<file path="src/sv/assert_macros.svh">
// Assertion macros included by acoustic_frame_sync
`ifndef ASSERT_MACROS_SVH
`define ASSERT_MACROS_SVH

// same-cycle implication, disabled while in reset
`define ASSERT_IMPLIES(lbl, clk, rst, ante, cons) \
  lbl: assert property (@(posedge clk) disable iff (rst) (ante) |-> (cons)) \
    else $error("implication check failed");

// next-cycle implication, disabled while in reset
`define ASSERT_NEXT(lbl, clk, rst, ante, cons) \
  lbl: assert property (@(posedge clk) disable iff (rst) (ante) |=> (cons)) \
    else $error("next-cycle check failed");

`endif

</file>
<file path="src/sv/afs_pkg.sv">
// Types and constants of the acoustic frame synchroniser
package afs_pkg;

  localparam int RUN_WIDTH_DEF = 16;
  localparam int CFG_W         = 16;
  localparam int CFG_IDX_W     = 3;
  localparam int LEN_W         = 11;
  localparam int TABLE_LEN     = 10;

  localparam logic [LEN_W-1:0] DEFAULT_BLOCK = 11'd480;

  localparam logic [LEN_W-1:0] LEN_TABLE [TABLE_LEN] = '{
    11'd80, 11'd160, 11'd220, 11'd240, 11'd320,
    11'd441, 11'd480, 11'd882, 11'd960, 11'd1920
  };

  // register reset values
  localparam logic [14:0] LOUD_THR_RST   = 15'd25000;
  localparam logic [14:0] QUIET_THR_RST  = 15'd10000;
  localparam logic [15:0] START_NEED_RST = 16'd200;
  localparam logic [15:0] END_NEED_RST   = 16'd20;
  localparam logic [15:0] QUIET_NEED_RST = 16'd20;

  // register indexes
  localparam logic [CFG_IDX_W-1:0] REG_LOUD_THR   = 3'd0;
  localparam logic [CFG_IDX_W-1:0] REG_QUIET_THR  = 3'd1;
  localparam logic [CFG_IDX_W-1:0] REG_START_NEED = 3'd2;
  localparam logic [CFG_IDX_W-1:0] REG_END_NEED   = 3'd3;
  localparam logic [CFG_IDX_W-1:0] REG_QUIET_NEED = 3'd4;

  typedef enum logic [2:0] {
    PH_IDLE = 3'd0,
    PH_SYNC = 3'd1,
    PH_PRE  = 3'd2,
    PH_DATA = 3'd3,
    PH_END  = 3'd4
  } phase_t;

  typedef struct packed {
    logic signed [15:0] left_in;
    logic signed [15:0] right_in;
  } in_item_t;

  typedef struct packed {
    logic               data_valid;
    logic signed [15:0] data_sample;
    logic [LEN_W-1:0]   block_position;
    logic               block_done;
    logic               block_dropped;
    logic               message_done;
    logic [LEN_W-1:0]   block_size;
    logic [2:0]         phase_now;
  } out_item_t;

endpackage

</file>
<file path="src/sv/acoustic_frame_sync.sv">
// Acoustic frame synchroniser: stereo samples in, framed left samples out.
//
// Input channel in_valid/in_ready/in_data carries one stereo sample pair per
// transaction; output channel out_valid/out_ready/out_data returns exactly one
// result per input transaction, in order. Samples move through an input
// register and a result register: out_valid rises when the result register
// loads; one sample per cycle is sustained while the receiver takes results.
// All framing state (phase, run counters, fill count, block length)
// updates in the single step between the two registers, which sets the rate.
// When the receiver stalls, the result register holds and the input register
// keeps its sample; in_ready drops only when both are full.
// Registers are written via cfg_we/cfg_index/cfg_data; the user, not the block,
// ensures no transaction is in flight; writes to unknown indexes are ignored.
// Synchronous reset rst empties both registers, returns to idle with all run
// counters cleared, block length 480, and register defaults.
module acoustic_frame_sync
  import afs_pkg::*;
#(
  parameter int RUN_WIDTH = RUN_WIDTH_DEF
) (
  input  logic                 clk,
  input  logic                 rst,
  input  logic                 in_valid,
  output logic                 in_ready,
  input  in_item_t             in_data,
  output logic                 out_valid,
  input  logic                 out_ready,
  output out_item_t            out_data,
  input  logic                 cfg_we,
  input  logic [CFG_IDX_W-1:0] cfg_index,
  input  logic [CFG_W-1:0]     cfg_data
);

  `include "assert_macros.svh"

  localparam int CW    = (RUN_WIDTH > CFG_W) ? RUN_WIDTH : CFG_W;
  localparam int TGT_W = RUN_WIDTH + 4;
  localparam logic [RUN_WIDTH-1:0] RUN_MAX = {RUN_WIDTH{1'b1}};

  // configuration
  logic [14:0] loud_thr, quiet_thr;
  logic [15:0] start_need, end_need, quiet_need;

  always_ff @(posedge clk) begin
    if (rst) begin
      loud_thr   <= LOUD_THR_RST;
      quiet_thr  <= QUIET_THR_RST;
      start_need <= START_NEED_RST;
      end_need   <= END_NEED_RST;
      quiet_need <= QUIET_NEED_RST;
    end else if (cfg_we) begin
      unique case (cfg_index)
        REG_LOUD_THR:   loud_thr   <= cfg_data[14:0];
        REG_QUIET_THR:  quiet_thr  <= cfg_data[14:0];
        REG_START_NEED: start_need <= cfg_data;
        REG_END_NEED:   end_need   <= cfg_data;
        REG_QUIET_NEED: quiet_need <= cfg_data;
        default: ;
      endcase
    end
  end

  // input register
  logic     s1_valid;
  in_item_t s1_item;
  logic     advance;

  assign advance  = s1_valid && (!out_valid || out_ready);
  assign in_ready = !s1_valid || advance;

  always_ff @(posedge clk) begin
    if (rst) begin
      s1_valid <= 1'b0;
    end else if (in_ready) begin
      s1_valid <= in_valid;
    end
  end

  always_ff @(posedge clk) begin
    if (in_ready && in_valid) begin
      s1_item <= in_data;
    end
  end

  // framing state
  phase_t             phase, phase_next;
  logic [RUN_WIDTH-1:0] start_run, start_run_next;
  logic [RUN_WIDTH-1:0] end_run, end_run_next;
  logic [RUN_WIDTH-1:0] quiet_run, quiet_run_next;
  logic [LEN_W-1:0]   fill_count, fill_count_next;
  logic [LEN_W-1:0]   block_length, block_length_next;
  out_item_t          res;

  logic signed [15:0] l, r;
  logic [16:0]        lx, rx, al, ar;
  logic               loud, quiet, sound;
  logic [TGT_W-1:0]   tgt10;
  logic [LEN_W-1:0]   nearest;
  logic [LEN_W-1:0]   fill_inc;
  logic [RUN_WIDTH-1:0] start_inc, end_inc, quiet_inc;

  assign l  = s1_item.left_in;
  assign r  = s1_item.right_in;
  assign lx = {l[15], l};
  assign rx = {r[15], r};
  // magnitude of -32768 comes out as 32768 in 17 bits
  assign al = lx[16] ? (~lx + 17'd1) : lx;
  assign ar = rx[16] ? (~rx + 17'd1) : rx;

  assign loud  = (al > {2'b00, loud_thr}) && (ar > {2'b00, loud_thr});
  assign quiet = (al < {2'b00, quiet_thr}) && (ar < {2'b00, quiet_thr});
  assign sound = (al > {2'b00, quiet_thr}) || (ar > {2'b00, quiet_thr});

  assign start_inc = (start_run == RUN_MAX) ? RUN_MAX : start_run + 1'b1;
  assign end_inc   = (end_run == RUN_MAX) ? RUN_MAX : end_run + 1'b1;
  assign quiet_inc = (quiet_run == RUN_MAX) ? RUN_MAX : quiet_run + 1'b1;
  assign fill_inc  = fill_count + 1'b1;

  // nearest table entry to 5*q: entry i wins while 10*q <= t[i] + t[i+1],
  // which also hands ties to the smaller entry
  assign tgt10 = {1'b0, quiet_run, 3'b000} + {3'b000, quiet_run, 1'b0};

  always_comb begin
    nearest = LEN_TABLE[TABLE_LEN-1];
    for (int i = TABLE_LEN - 2; i >= 0; i--) begin
      if (tgt10 <= TGT_W'({1'b0, LEN_TABLE[i]} + {1'b0, LEN_TABLE[i+1]})) begin
        nearest = LEN_TABLE[i];
      end
    end
  end

  always_comb begin
    phase_next        = phase;
    start_run_next    = start_run;
    end_run_next      = end_run;
    quiet_run_next    = quiet_run;
    fill_count_next   = fill_count;
    block_length_next = block_length;
    res               = '0;

    unique case (phase)
      PH_SYNC, PH_PRE: begin
        if (quiet) begin
          quiet_run_next = quiet_inc;
        end else begin
          if (CW'(quiet_run) >= CW'(quiet_need) && sound) begin
            if (phase == PH_SYNC) begin
              block_length_next = nearest;
            end
            phase_next = PH_DATA;
          end
          quiet_run_next = '0;
        end
      end
      PH_DATA: begin
        res.data_valid     = 1'b1;
        res.data_sample    = l;
        res.block_position = fill_count;
        fill_count_next    = fill_inc;
        if (fill_inc >= block_length) begin
          res.block_done  = 1'b1;
          fill_count_next = '0;
          phase_next      = PH_PRE;
        end
        if ($signed(l) < $signed(r) && loud) begin
          end_run_next = end_inc;
          if (CW'(end_inc) >= CW'(end_need)) begin
            end_run_next      = '0;
            fill_count_next   = '0;
            res.block_dropped = 1'b1;
            phase_next        = PH_END;
          end
        end else begin
          end_run_next = '0;
        end
      end
      PH_END: begin
        res.message_done = 1'b1;
        phase_next       = PH_IDLE;
      end
      default: begin
        phase_next = PH_IDLE;
        if ($signed(l) > $signed(r) && loud) begin
          start_run_next = start_inc;
          if (CW'(start_inc) >= CW'(start_need)) begin
            start_run_next = '0;
            phase_next     = PH_SYNC;
          end
        end else begin
          start_run_next = '0;
        end
      end
    endcase

    res.block_size = block_length_next;
    res.phase_now  = phase_next;
  end

  always_ff @(posedge clk) begin
    if (rst) begin
      phase        <= PH_IDLE;
      start_run    <= '0;
      end_run      <= '0;
      quiet_run    <= '0;
      fill_count   <= '0;
      block_length <= DEFAULT_BLOCK;
    end else if (advance) begin
      phase        <= phase_next;
      start_run    <= start_run_next;
      end_run      <= end_run_next;
      quiet_run    <= quiet_run_next;
      fill_count   <= fill_count_next;
      block_length <= block_length_next;
    end
  end

  // result register
  always_ff @(posedge clk) begin
    if (rst) begin
      out_valid <= 1'b0;
    end else if (advance) begin
      out_valid <= 1'b1;
    end else if (out_ready) begin
      out_valid <= 1'b0;
    end
  end

  always_ff @(posedge clk) begin
    if (advance) begin
      out_data <= res;
    end
  end

  `ASSERT_IMPLIES(a_done_leaves_data, clk, rst,
                  out_valid && out_data.block_done,
                  out_data.phase_now == PH_PRE || out_data.phase_now == PH_END)
  `ASSERT_IMPLIES(a_pos_in_block, clk, rst,
                  out_valid && out_data.data_valid,
                  out_data.block_position < out_data.block_size)
  `ASSERT_NEXT(a_end_to_idle, clk, rst,
               advance && phase == PH_END, phase == PH_IDLE)
  `ASSERT_NEXT(a_held_item_kept, clk, rst,
               s1_valid && !advance, s1_valid && $stable(s1_item))

endmodule
</file>
<file path="config.mk">
export PLATFORM = sky130hd
export DESIGN_NAME = acoustic_frame_sync
export DESIGN_NICKNAME = d
export VERILOG_FILES = /design/src/sv/afs_pkg.sv /design/src/sv/acoustic_frame_sync.sv
export VERILOG_INCLUDE_DIRS = /design/src /design/src/sv
export SDC_FILE = /design/constraint.sdc
export NUM_CORES = 1
export LEC_CHECK = 0
export ABC_AREA = 1
export BUFFER_PORTS_ARGS = -buffer_cell sky130_fd_sc_hd__buf_4
export CORE_MARGIN = 4
export CORE_UTILIZATION = 25
export DETAILED_ROUTE_END_ITERATION = 10
export HOLD_SLACK_MARGIN = 0.05
export PLACE_DENSITY = 0.47
export SYNTH_ARGS = -nofsm -noshare
export SYNTH_HDL_FRONTEND = slang
export SYNTH_SLANG_ARGS = --single-unit
</file>
<file path="constraint.sdc">
create_clock -name clk -period 6.1 [get_ports clk]
set_input_delay 0.61 -clock clk [delete_from_list [all_inputs] [get_ports clk]]
set_output_delay 0.61 -clock clk [all_outputs]
set_load 0.005 [all_outputs]
</file>
==> summary.txt <==
Outcome
  • Status: completed

Synthesis
  • Avg Inst Size Synth: 7.36 µm²
  • Top_reg_cell synth: dfxtp_1
  • Post-Syn Area: 0.0150 mm²
  • Post-synth EDFFs: 77
  • Sequential area share after synthesis: 0.358
  • Mapped Cells: 2040
  • Syn_nets: 2254
  • Synth area leaders: dfxtp_1, edfxtp_1, ha_1
  • Ys Warns: 0
  • Yosys top cell by area: dfxtp_1
  • Register bit total from synthesis: 230
  • Yosys cell types: 53
  • Ys async rst share: 0
  • Area share of the largest cell type after synthesis: 0.204

CTS
  • Root buf cell: clkbuf_16
  • H-tree levels: 1
  • Clock Latency Late Sink: 0.56 ns
  • Hold Buf Count CTS: 0
  • Post-cts sizing count: 0
  • CTS max path bufs: 3
  • Post CTS Setup Buffer Count: 0
  • Worst-path clk slew: 0.06 ns
  • CTS sink cnt: 230
  • CTS buffer count: 28
  • CTS tree: yes

Cells and area
  • Commonest non-fill, non-tap cell in the layout: nand2_1
  • Share of layout cells above drive strength 1: 0.0952
  • Nets: 2345
  • Non-filler cells in the finished layout: 2927
  • Commonest non-fill, non-tap cells in the layout: nand2_1, inv_1, a21oi_1, nor2_1, ha_1
  • Area Growth Syn to Fin: 16.6%
  • Fin area: 0.0175 mm²

GRT
  • Global route overflow: 0
  • First-pass GRT wire length: 70300 µm
  • Number of global-route vias before repair: 12900
  • Largest net degree at the start of global routing: 81
  • Initial antenna violation count: 1
  • Total track usage: 0.136

Floorplanning
  • Die width: 253 µm
  • Core region area: 0.0592 mm²
  • Cell row count: 89
  • Die area: 0.0640 mm²
  • Die Height: 253 µm
  • Top Ports: 103
  • Initial Util: 0.253

Setup path
  • CP dominant cell by count: nand3_1
  • Worst-path fanout max: 14
  • CP Cell Sequence: ha_1 > nand3_1 > nor3_1 > inv_1 > nor3_1 > inv_1 > nor2_2 > nand3_1 > a21boi_0 > o21ai_1 > ha_1 > nand2_1 > nor2_1 > nand4_1 > o311ai_1 > nand3_1 > nand2_1 > nand3_1
  • CP Class: flip-flop to flip-flop
  • Worst setup EP type: flip-flop
  • CP max stage delay: 0.60 ns
  • Startpoint types: flip-flop
  • Reg2Reg Setup Slack: 1.56 ns
  • Worst EP arrival: 4.83 ns
  • WP data required: 6.39 ns
  • Slowest cell on crit path: o311ai_1

Routing
  • Pre-antenna DRT Iters: 5
  • Total number of vias: 13400
  • DRC: 0
  • Final ANT Viol Nets: 0
  • Drt wl/cell: 15.1 µm
  • Vias per std cell: 4.57
  • 1st-iter DRT viols: 792
  • DRT Wirelength: 44300 µm

Pwr
  • Lkg Pwr: 7.59 nW
  • Cell Pwr Density: 217 mW/mm²
  • Worst IR drop on VDD: 0.000186 V

Placed design
  • Placed insts: 2874
  • Post-DP HPWL: 34500 µm
  • Final Wtd Congestion: 0.892
  • Dpl ws: 1.54 ns
  • IO Port Bufs: 102
  • Placed instance area: 0.0166 mm²

STA
  • Post-Route Skew: 0.0173 ns
  • Max-slew violations: 0
  • Final Hold Vio Count: 0
  • Min Tclk post-route: 4.54 ns
  • Tcrit/Tclk final: 0.745
  • Worst slew pin tran: 1.18 ns
  • Max-slew headroom: 0.210
  • TNS Setup: 0 ns
  • PnR worst setup slack: 1.56 ns
  • RSZ-0062 raised after global routing: false
  • Fmax achieved: 0.220 GHz
  • Count of final setup violators: 0

Run
  • Max_cap viols: 0

Worst hold path
  • HP Class: primary input to flip-flop
-- cells by family (layout without fill, tap and decap cells) --
logic type	Yosys count	count (layout)	synth area share
xor+xnor	46	46	0.0268
flops	230	230	0.358
other cells	0	1	0
simple gates	841	841	0.248
buf+inv	369	482	0.0941
compound gates	396	396	0.141
fa+ha+maj	158	158	0.132
-- cell type report --
cell class | count | area [µm²]
well taps | 773 | 967
clock buffers | 44 | 853
clock inverters | 8 | 67.6
repair buffers | 108 | 811
flip-flops and latches | 230 | 5380
fillers | 6359 | 41700
multi-input cells | 1441 | 8220
diodes | 1 | 2.50
inverters | 322 | 1210
-- synthesized netlist by cell type (11+ instances only) --
cell,number
nand2_1,440
dfxtp_1,153
nand4_1,42
nand3b_1,11
a21oi_1,212
xor2_1,43
o211ai_1,26
o21ai_0,124
edfxtp_1,77
nand3_1,92
ha_1,157
nor3_1,36
clkbuf_1,37
inv_1,310
nor2_1,165
-- final timing paths --
kind	startpoint	to	depth (start not counted)
worst max-delay path	end_run[0]	out_data[0]	18
worst min-delay path	in_data[13]	r[13]	1
worst max register to register	end_run[0]	out_data[0]	18
worst min register to register	fill_count[9]	fill_count[9]	2
-- flip-flops by register name, summed over array words and instances (netlist names) --
name,flops
block_length,11
end_need,16
l,16
r,16
start_need,16
fill_count,11
phase,3
quiet_need,16
start_run,16
out_data,45
out_valid,1
end_run,16
quiet_thr,15
loud_thr,15
quiet_run,16
s1_valid,1
-- through the flow --
stage                util  hold slack, ns  power [mW]
CTS                 0.295           0.181        3.86
finish              0.296           0.218        3.80
floorplan               -           0.435        1.97
detailed placement  0.280           0.457        2.16
global route        0.295           0.187        3.98
global placement    0.280           0.449        2.15
-- worst max-delay path, delay by kind of cell, from the launching register on --
family / cells / cell delay, ns
and+or+nand+nor: 11 / 2.29
DFF: 1 / 0.39
buffers and inverters: 2 / 0.23
AOI/OAI and AO/OA: 3 / 0.98
adders and majority gates: 2 / 0.38
-- power by group --
part           internal [mW]  switching [mW]
registers               1.64          0.0306
logic                  0.166           0.290
clock network          0.997           0.674
total                   2.80           0.995
-- metal layers --
layer	up-vias	global-route usage	part of all wire
li1	6949	-	-
met1	6077	0.180	0.47
met2	274	0.230	0.46
met3	77	0.0202	0.045
met4	0	0.0413	0.030
met5	-	0	0
No activity file was read; power rests on OpenSTA's default activity.
